<file path="config.mk">
export PLATFORM = sky130hd
export DESIGN_NAME = distance_vector_route_table_core
export DESIGN_NICKNAME = d
export VERILOG_FILES = /design/src/hdl/dvrt_pkg.sv /design/src/hdl/distance_vector_route_table_core.sv
export SDC_FILE = /design/constraint.sdc
export NUM_CORES = 1
export LEC_CHECK = 0
export ABC_AREA = 1
export BUFFER_PORTS_ARGS = -buffer_cell sky130_fd_sc_hd__buf_4
export CELL_PAD_IN_SITES_DETAIL_PLACEMENT = 1
export CELL_PAD_IN_SITES_GLOBAL_PLACEMENT = 1
export CORE_ASPECT_RATIO = 0.7
export CORE_UTILIZATION = 37
export CTS_BUF_LIST = sky130_fd_sc_hd__clkbuf_16
export CTS_CLUSTER_DIAMETER = 80
export DETAILED_ROUTE_END_ITERATION = 6
export GPL_TIMING_DRIVEN = 0
export PLACE_DENSITY = 0.68
export SETUP_SLACK_MARGIN = 0.5
export SKIP_CTS_REPAIR_TIMING = 1
export SYNTH_ARGS = -nofsm -noshare
export SYNTH_HDL_FRONTEND = slang
export SYNTH_SLANG_ARGS = --single-unit
export TNS_END_PERCENT = 50
</file>
<file path="constraint.sdc">
create_clock -name clk -period 4.5 [get_ports clk]
set_input_delay 0.45 -clock clk [delete_from_list [all_inputs] [get_ports clk]]
set_output_delay 0.45 -clock clk [all_outputs]
set_load 0.005 [all_outputs]
</file>
<file path="src/hdl/dvrt_pkg.sv">
// Package for the distance-vector route table core: request codes, widths and
// the sequencer state type. No dependencies.
package dvrt_pkg;

	localparam int unsigned DefaultRouteEntries = 32;
	localparam int unsigned IdWidth = 8;
	localparam int unsigned TimeWidth = 32;
	localparam int unsigned NumPorts = 4;

	typedef enum logic [2:0] {
		REQ_PING     = 3'd0,
		REQ_NEW_NBR  = 3'd1,
		REQ_ADVERT   = 3'd2,
		REQ_DELETE   = 3'd3,
		REQ_LOOKUP   = 3'd4
	} req_type_t;

	typedef enum logic [2:0] {
		ST_IDLE,
		ST_SCAN,
		ST_CHECK,
		ST_SHIFT_RD,
		ST_SHIFT_WR,
		ST_APPEND,
		ST_DONE
	} state_t;

endpackage

</file>
<file path="src/hdl/distance_vector_route_table_core.sv">
// Distance-vector route table core: one route memory with a sequencer that
// scans, updates, appends and compacts entries. Depends on dvrt_pkg.
//
// A request is taken when start is high and busy is low; busy then stays high
// until the single result word is shown on the result ports for one cycle,
// marked by done. The receiver cannot stall, so results must be consumed as
// they appear. The scan issues the read of one route in ST_SCAN from a memory
// with a registered read port, and compares the registered read data in ST_CHECK
// before the next route is read. A delete moves each later entry up through
// ST_SHIFT_RD and ST_SHIFT_WR to close the gap. Pings and unknown request
// codes go straight to ST_DONE. Routes are kept in one memory of ROUTE_ENTRIES
// words holding destination, next hop and hop count; only entries below the
// route count are ever used, so no clearing pass is needed. Neighbor ids and
// last-heard times are four small register pairs. The own_id_q register is
// written through the cfg channel, which is always ready.
module distance_vector_route_table_core
	import dvrt_pkg::*;
#(
	parameter int unsigned ROUTE_ENTRIES = DefaultRouteEntries
) (
	input  logic                 clk,
	input  logic                 arst_n,
	input  logic                 cfg_valid,
	output logic                 cfg_ready,
	input  logic [IdWidth-1:0]   cfg_data,
	input  logic                 start,
	output logic                 busy,
	input  logic [2:0]           req_type,
	input  logic [1:0]           port,
	input  logic [IdWidth-1:0]   sender_id,
	input  logic [IdWidth-1:0]   entry_dest,
	input  logic [IdWidth-1:0]   entry_next_hop,
	input  logic [IdWidth-1:0]   entry_hops,
	input  logic [IdWidth-1:0]   target_id,
	input  logic [TimeWidth-1:0] now_seconds,
	output logic                 done,
	output logic                 table_changed,
	output logic                 send_delete,
	output logic                 send_new_here,
	output logic [1:0]           out_port,
	output logic                 port_found,
	output logic                 for_me,
	output logic                 table_full
);

	localparam int unsigned AW = (ROUTE_ENTRIES > 1) ? $clog2(ROUTE_ENTRIES) : 1;
	localparam int unsigned CW = $clog2(ROUTE_ENTRIES + 1);
	localparam logic [CW-1:0] CntMax = CW'(ROUTE_ENTRIES);
	localparam int unsigned RW = 3 * IdWidth;

	// Route memory word: {dest, next, hops}.
	logic [RW-1:0] route_mem [ROUTE_ENTRIES];
	logic [RW-1:0] rd_data_q;
	logic          mem_we;
	logic [AW-1:0] mem_waddr;
	logic [RW-1:0] mem_wdata;
	logic [AW-1:0] mem_raddr;

	always_ff @(posedge clk) begin
		if (mem_we) begin
			route_mem[mem_waddr] <= mem_wdata;
		end
		rd_data_q <= route_mem[mem_raddr];
	end

	state_t state_q, state_d;
	logic [IdWidth-1:0]   own_id_q;
	logic [CW-1:0]        count_q, count_d;
	logic [CW-1:0]        idx_q, idx_d;
	logic [IdWidth-1:0]   nbr_id_q [NumPorts];
	logic [TimeWidth-1:0] nbr_heard_q [NumPorts];

	// Captured request.
	logic [2:0]         req_q;
	logic [1:0]         port_q;
	logic [IdWidth-1:0] sender_q, edest_q, enext_q, nh_q, target_q;

	// Result accumulators.
	logic changed_q, changed_d, sdel_q, sdel_d, newhere_q, newhere_d;
	logic [1:0] oport_q, oport_d;
	logic found_q, found_d, forme_q, forme_d, full_q, full_d, match_q, match_d;

	assign cfg_ready = 1'b1;
	assign busy = (state_q != ST_IDLE);
	assign done = (state_q == ST_DONE);
	assign table_changed = changed_q;
	assign send_delete   = sdel_q;
	assign send_new_here = newhere_q;
	assign out_port      = oport_q;
	assign port_found    = found_q;
	assign for_me        = forme_q;
	assign table_full    = full_q;

	logic accept;
	assign accept = start && !busy;

	logic [IdWidth-1:0] rd_dest, rd_next, rd_hops;
	assign rd_dest = rd_data_q[RW-1 -: IdWidth];
	assign rd_next = rd_data_q[2*IdWidth-1 -: IdWidth];
	assign rd_hops = rd_data_q[IdWidth-1:0];

	logic [IdWidth-1:0] via;
	assign via = nbr_id_q[port_q];

	// Neighbor match for a lookup, first port wins.
	logic       nbr_hit;
	logic [1:0] nbr_port;
	always_comb begin
		nbr_hit = 1'b0;
		nbr_port = 2'd0;
		for (int p = NumPorts - 1; p >= 0; p--) begin
			if (nbr_id_q[p] == rd_next) begin
				nbr_hit = 1'b1;
				nbr_port = 2'(p);
			end
		end
	end

	always_comb begin
		state_d = state_q;
		count_d = count_q;
		idx_d = idx_q;
		changed_d = changed_q;
		sdel_d = sdel_q;
		newhere_d = newhere_q;
		oport_d = oport_q;
		found_d = found_q;
		forme_d = forme_q;
		full_d = full_q;
		match_d = match_q;
		mem_we = 1'b0;
		mem_waddr = idx_q[AW-1:0];
		mem_wdata = rd_data_q;
		mem_raddr = idx_q[AW-1:0];
		case (state_q)
			ST_IDLE: begin
				if (accept) begin
					idx_d = '0;
					changed_d = 1'b0;
					sdel_d = 1'b0;
					newhere_d = (req_type == REQ_DELETE) && (target_id == own_id_q);
					oport_d = 2'd0;
					found_d = 1'b0;
					forme_d = (req_type == REQ_LOOKUP) && (target_id == own_id_q);
					full_d = 1'b0;
					match_d = 1'b0;
					case (req_type)
						REQ_NEW_NBR: state_d = ST_APPEND;
						REQ_ADVERT, REQ_DELETE: state_d = ST_SCAN;
						REQ_LOOKUP: state_d = (target_id == own_id_q) ? ST_DONE : ST_SCAN;
						default: state_d = ST_DONE;
					endcase
				end
			end
			ST_SCAN: begin
				// Read of entry idx issued; data valid in ST_CHECK.
				if (idx_q >= count_q) begin
					state_d = ((req_q == REQ_ADVERT) && !match_q && (edest_q != own_id_q))
						? ST_APPEND : ST_DONE;
				end else begin
					state_d = ST_CHECK;
				end
			end
			ST_CHECK: begin
				state_d = ST_SCAN;
				idx_d = idx_q + CW'(1);
				if (rd_dest == ((req_q == REQ_ADVERT) ? edest_q : target_q)) begin
					case (req_q)
						REQ_ADVERT: begin
							match_d = 1'b1;
							if (rd_hops > nh_q) begin
								mem_we = 1'b1;
								mem_wdata = {rd_dest, via, nh_q};
								changed_d = 1'b1;
							end
						end
						REQ_DELETE: begin
							if (rd_next == sender_q) begin
								sdel_d = 1'b1;
								count_d = count_q - CW'(1);
								idx_d = idx_q;
								state_d = ST_SHIFT_RD;
							end else begin
								changed_d = 1'b1;
								state_d = ST_DONE;
							end
						end
						REQ_LOOKUP: begin
							found_d = nbr_hit;
							oport_d = nbr_port;
							state_d = ST_DONE;
						end
						default: state_d = ST_DONE;
					endcase
				end
			end
			ST_SHIFT_RD: begin
				// idx is the hole; count already reduced.
				mem_raddr = AW'(idx_q + CW'(1));
				state_d = (idx_q >= count_q) ? ST_DONE : ST_SHIFT_WR;
			end
			ST_SHIFT_WR: begin
				mem_we = 1'b1;
				idx_d = idx_q + CW'(1);
				state_d = ST_SHIFT_RD;
			end
			ST_APPEND: begin
				if (count_q >= CntMax) begin
					full_d = 1'b1;
				end else begin
					mem_we = 1'b1;
					mem_waddr = count_q[AW-1:0];
					mem_wdata = (req_q == REQ_NEW_NBR) ?
						{sender_q, sender_q, IdWidth'(1)} : {edest_q, enext_q, nh_q};
					count_d = count_q + CW'(1);
					changed_d = 1'b1;
				end
				state_d = ST_DONE;
			end
			ST_DONE: state_d = ST_IDLE;
			default: state_d = ST_IDLE;
		endcase
	end

	always_ff @(posedge clk or negedge arst_n) begin
		if (!arst_n) begin
			state_q <= ST_IDLE;
			count_q <= '0;
			own_id_q <= '0;
			for (int p = 0; p < NumPorts; p++) begin
				nbr_id_q[p] <= '0;
				nbr_heard_q[p] <= '0;
			end
			changed_q <= 1'b0;
			sdel_q <= 1'b0;
			newhere_q <= 1'b0;
			oport_q <= 2'd0;
			found_q <= 1'b0;
			forme_q <= 1'b0;
			full_q <= 1'b0;
		end else begin
			state_q <= state_d;
			count_q <= count_d;
			changed_q <= changed_d;
			sdel_q <= sdel_d;
			newhere_q <= newhere_d;
			oport_q <= oport_d;
			found_q <= found_d;
			forme_q <= forme_d;
			full_q <= full_d;
			if (cfg_valid && cfg_ready) begin
				own_id_q <= cfg_data;
			end
			if (accept && (req_type == REQ_PING || req_type == REQ_NEW_NBR)) begin
				nbr_heard_q[port] <= now_seconds;
				if (req_type == REQ_NEW_NBR) begin
					nbr_id_q[port] <= sender_id;
				end
			end
		end
	end

	always_ff @(posedge clk) begin
		idx_q <= idx_d;
		match_q <= match_d;
		if (accept) begin
			req_q <= req_type;
			port_q <= port;
			sender_q <= sender_id;
			edest_q <= entry_dest;
			enext_q <= entry_next_hop;
			nh_q <= (entry_hops == '1) ? entry_hops : entry_hops + IdWidth'(1);
			target_q <= target_id;
		end
	end

	// The route count never exceeds the table depth.
	a_count_range: assert property (@(posedge clk) disable iff (!arst_n)
		count_q <= CntMax) else $error("route count overflow");

	// A dropped insert never also reports a change.
	a_full_excl: assert property (@(posedge clk) disable iff (!arst_n)
		done |-> !(table_full && table_changed)) else $error("full and changed");

	// A finished item returns to idle in the next cycle.
	a_done_idle: assert property (@(posedge clk) disable iff (!arst_n)
		done |=> !busy) else $error("done not followed by idle");

	// A removal always shrinks the table by one.
	a_del_count: assert property (@(posedge clk) disable iff (!arst_n)
		(state_q == ST_CHECK && state_d == ST_SHIFT_RD) |=> count_q == $past(count_q) - CW'(1))
		else $error("delete did not shrink table");

endmodule

</file>
# == Word-level counts from Yosys, hierarchy flattened ==
# Memory sizes are Yosys's and may differ from the RTL's. A register that Yosys moved wholly into a read port is not among the register bits.
# Index checks and enable logic that the tools add are counted.
# totals
reg_bits,109
mem_bits_rw,768
output_inout_bits,11
input_bits,89
n_memories,1
# mem_list
name,depth,word_bits,rd,rd_ports_with_merged_regs,write_ports,line,source
route_mem,32,24,1,1,1,distance_vector_route_table_core.sv:52,logic [RW-1:0] route_mem [ROUTE_ENTRIES];
# classes
n_reduce_logical,28
magnitude_cmp,6
n_eq_ne,35
addsub,4
n_mux,75
bitwise,2
# ops
operator,n
$eq 8x8->1,7
$mux 16,3
$mux 24,2
$mux 6,8
$pmux 24 s2,1
$mux 8,5
$bwmux 32,1
$mux 1,23
$eq 3x2->1 const B,6
$mux 2,9
$pmux 3 s6,1
$pmux 6 s3,1
$bmux 8 s2,1
$demux 8 s2,1
$eq 3x3->1 const B,5
$mux 3,5
$mux 5,3
$ne 2x2->1 const B,7
$add 6x1->6 const B,2
$pmux 6 s2,1
$pmux 1 s2,5
$reduce_and 5->1,2
$eq 3x1->1 const B,3
$ne 3x3->1 const B,3
27 further kinds,45

# == Logic depth before layout (Yosys ltp) ==
# depth
depth_word,8
ltp_mapped,15

# == Worst setup path after synthesis ==
# No wires, ideal clock.
# synth_path
path_kind,register to register
from,reg req_q[0]
to,mem route_mem[10][0] (netlist bit) (enable)
n_path_buf,2
arrival_time_ps,2758
synth_period_minus_slack_ps,3163
slack_ps,1337
path_stages_with_launch,14
cell_sequence,edfxtp_1 inv_2 nand3_2 buf_2 nand2_1 nand3_1 nand2_1 nand2_1 nor2_2 buf_6 nand4_2 nand2_4 nand2_4 nor2_1
# synth_between
elab_chain_len,7
elab_cells_between_ends,8
# synth_rtl
item,line,source
start: declaration,distance_vector_route_table_core.sv:74,logic [2:0] req_q;
start signal: assignment,distance_vector_route_table_core.sv:267,req_q <= req_type;
$eq 3x2->1 *,"distance_vector_route_table_core.sv:167, distance_vector_route_table_core.sv:168",
$mux 8,distance_vector_route_table_core.sv:167,if (rd_dest == ((req_q == REQ_ADVERT) ? edest_q : target_q)) begin
$eq 8x8->1,distance_vector_route_table_core.sv:167,
$mux 1 *,distance_vector_route_table_core.sv:167,
$pmux 1 s3 *,distance_vector_route_table_core.sv:135,case (state_q)
$mux 1 *,distance_vector_route_table_core.sv:60,if (mem_we) begin
$mux 1 (implied by the code) *,distance_vector_route_table_core.sv:61,route_mem[mem_waddr] <= mem_wdata;
end: declaration,distance_vector_route_table_core.sv:52,
# Mark *: on every way between the ends. The rest lies on a longest branch, timed or not.

# == Worst setup path in the final report ==
# layout_path
from,reg state_q[1]
to,mem route_mem[0][11] (netlist bit) (enable)
# layout_between
elab_chain_len,4
elab_cells_between_ends,7
# layout_rtl
item,line,source
start: declaration,distance_vector_route_table_core.sv:66,"state_t state_q, state_d;"
start signal: assignment,distance_vector_route_table_core.sv:242,state_q <= state_d;
$eq 3x3->1 / $eq 3x2->1 (equally long branches),distance_vector_route_table_core.sv:135,
$pmux 1 s3,distance_vector_route_table_core.sv:135,
$mux 1,distance_vector_route_table_core.sv:60,
$mux 1 (implied by the code),distance_vector_route_table_core.sv:61,
# Parallel ways exist; a longest one is shown, timed or not.

==> impl_results.md <==
- Synth Warn #: 0
- Critical path cell sequence: nor2_1 > nand2_2 > nor2_4 > buf_2 > o21ai_0 > nand2_1 > nor2_4
- Yosys top cell area share: 61.27%
- Ports: 100
- LEAKAGE: 19.54 nW
- HP Class: in -> reg
- DR pass1 iterations: 5
- Post-synthesis cell area: 0.04019 mm2
- Dpl cells: 5,498
- CTS Sinks: 901
- Skew-Pair Late Insertion Delay: 0.73 ns
- Total Routing Usage GR: 25.85%
- Worst EP required: 4.83 ns
- Unrepaired setup endpoints after global routing: false
- Post-Route WL: 144.0 mm
- Crit. End Element: flip-flop
- CP Max Fanout: 24
- Synth Register Bits: 901
- Peak VDD IR: 377.4 uV
- CP max-delay cell: nor2_4
- Final HPWL DP: 101.0 mm
- H-Tree Depth: 3
- Total of max-cap violations: 0
- Most common cell after layout, fill and taps aside: nand2_1
- Total negative slack: 0 ns
- Most frequent cells in the layout: nand2_1, edfxtp_1, inv_1, nand3_1, buf_2
- Synth cell types: 51
- Share of cells above drive strength 1: 10.09%
- First-pass GRT wire length: 205.8 mm
- Slew HR: 25.41%
- Final worst-path cycle share: 84.91%
- Startpoint Class: flip-flop
- Final Skew: 0.05045 ns
- Port Buffers: 66
- DR iter-0 viols: 3,411
- Nets: 4,324
- Max incr delay on CP: 0.86 ns
- Tmin final: 3.821 ns
- Initial antenna violation count: 6
- PwrDens: 815.3 mW/mm2
- Root Driver: clkbuf_16
- GR Overflow Total: 0
- Worst-margin pin slew: 1.119 ns
- Inserted Clock Buffers: 92
- Routability cong.: 0.9268
- Via count: 30,710
- Initial Util: 37.57%
- Sequential area share after synthesis: 66.01%
- Die Y-Extent: 277.7 um
- Most frequent CP cell: nor2_4
- Synth area leaders: edfxtp_1, nand2_1, nand3_1, inv_1, dfrtp_1
- Area leader, netlist: edfxtp_1
- P&R area growth vs syn: 17.15%
- Final max-slew violation count: 0
- Final Hold Viols: 0
- Routed vias/inst: 5.369
- Core Region: 0.1070 mm2
- Gate Count Post-Synth: 3,974
- CP Buf/Inv Count: 1
- Largest net degree at the start of global routing: 58
- DR WL/cell: 25.18 um
- Register clock-pin slew on the reported worst setup and hold paths: 0.06 ns
- CTS tree: yes
- Die area: 0.1100 mm2
- Critical Setup Path Class: reg -> reg
- Residual DRC: 0
- Critical path's top delay family: simple AND/OR/NAND/NOR gates
- Die W: 395.9 um
- Syn nets: 4,084
- Post-Layout Cell Count: 5,720
- Arr. time, crit path: 4.15 ns
- Mapped Avg Cell Area: 10.11 um2
- Post-DRT Antenna Nets: 0
- Setup violators final: 0
- Status: finished clean
- Row count: 100
- Number of global-route vias before repair: 30,240
- Worst-case clock buffer depth: 3
- Max Freq: 261.7 MHz
==> routing by layer <==
layer  GRT usage, %  part of all wire (%)
met4          6.089                   2.2
met2          36.59                    42
met5              0                     0
met1          38.89                    46
met3          7.090                    11
==> stage by stage <==
stage          total power, mW  worst slack [ns]  utilization, %  hold slack, ns  cell area [um2]
2_1_floorplan            21.16             1.337               -          0.1544            40190
3_3_place_gp             28.93            -1.079           39.70          0.4625            42470
3_5_place_dp             30.28            0.7370           40.78          0.4649            43630
4_1_cts                  37.99            0.7448           43.54         -0.1613            46580
5_1_grt                  39.87            0.5501           44.01         0.01086            47080
6_report                 38.39            0.6792           44.01         0.03587            47080
==> path summary, 6_finish.rpt <==
check                           cells after the start        from  slack [ns]                to
worst max-delay path                                7  state_q[1]        0.68  route_mem[0][11]
worst min-delay path                                2   cfg_valid        0.04       own_id_q[6]
worst max register to register                      7  state_q[1]        0.68  route_mem[0][11]
max in group asynchronous                           2      arst_n        3.52       own_id_q[3]
min in group asynchronous                           2      arst_n        0.39      nbr_id_q[19]
worst min register to register                      2  table_full        0.49        table_full
==> cell usage after synthesis, drive strengths merged <==
cell	number
o21a	2
nand4	31
nor4	3
o31ai	1
inv	489
a21oi	44
nand3	511
nor2	90
o221ai	7
nand2	1448
and2	1
a22oi	7
o21bai	1
clkbuf	67
dfxtp	24
o211ai	72
or2	3
a32o	4
xnor2	29
fa	1
conb	1
a31oi	1
nand3b	1
buf	127
nor3	11
edfxtp	820
mux2	4
o41ai	1
xor2	25
o21ai	70
ha	20
dfrtp	57
a211oi	1
==> final cells by class <==
cell class	instances	area, um2
fillers	11850	59900
flip-flops and latches	901	26530
multi-input cells	2390	11370
clock buffers	92	2302
inverters	489	1836
well taps	1428	1787
repair buffers	146	1717
plain buffers	194	890.9
clock inverters	79	645.6
diodes	1	2.502
==> kinds of logic (layout without fill, tap and decap cells) <==
| group | Yosys count | in the layout | synth area share (%) |
|---|---|---|---|
| and+or+nand+nor | 2099 | 2099 | 21.85 |
| DFF | 901 | 901 | 66.01 |
| adders and majority gates | 21 | 21 | 0.6725 |
| other | 1 | 2 | 0.009331 |
| AOI/OAI and AO/OA | 211 | 211 | 3.344 |
| muxes | 4 | 4 | 0.1121 |
| buffers and inverters | 683 | 1000 | 6.784 |
| xor gates and xnor gates | 54 | 54 | 1.214 |
==> power breakdown <==
group          switching, mW  internal, mW  leakage (nW)
combinational           14.2          4.52          9.63
clock                   3.49          4.16          1.51
sequential             0.489          11.5          8.40
total                   18.2          20.2          19.5
==> flip-flops by register name (all words and copies together), names as in the netlist, 8 cells and up <==
| name | cells |
|---|---|
| enext_q | 8 |
| nh_q | 8 |
| target_q | 8 |
| nbr_id_q | 32 |
| route_mem | 768 |
| rd_data_q | 24 |
| own_id_q | 8 |
| sender_q | 8 |
| edest_q | 8 |
Power figures use the tool's default switching activity.
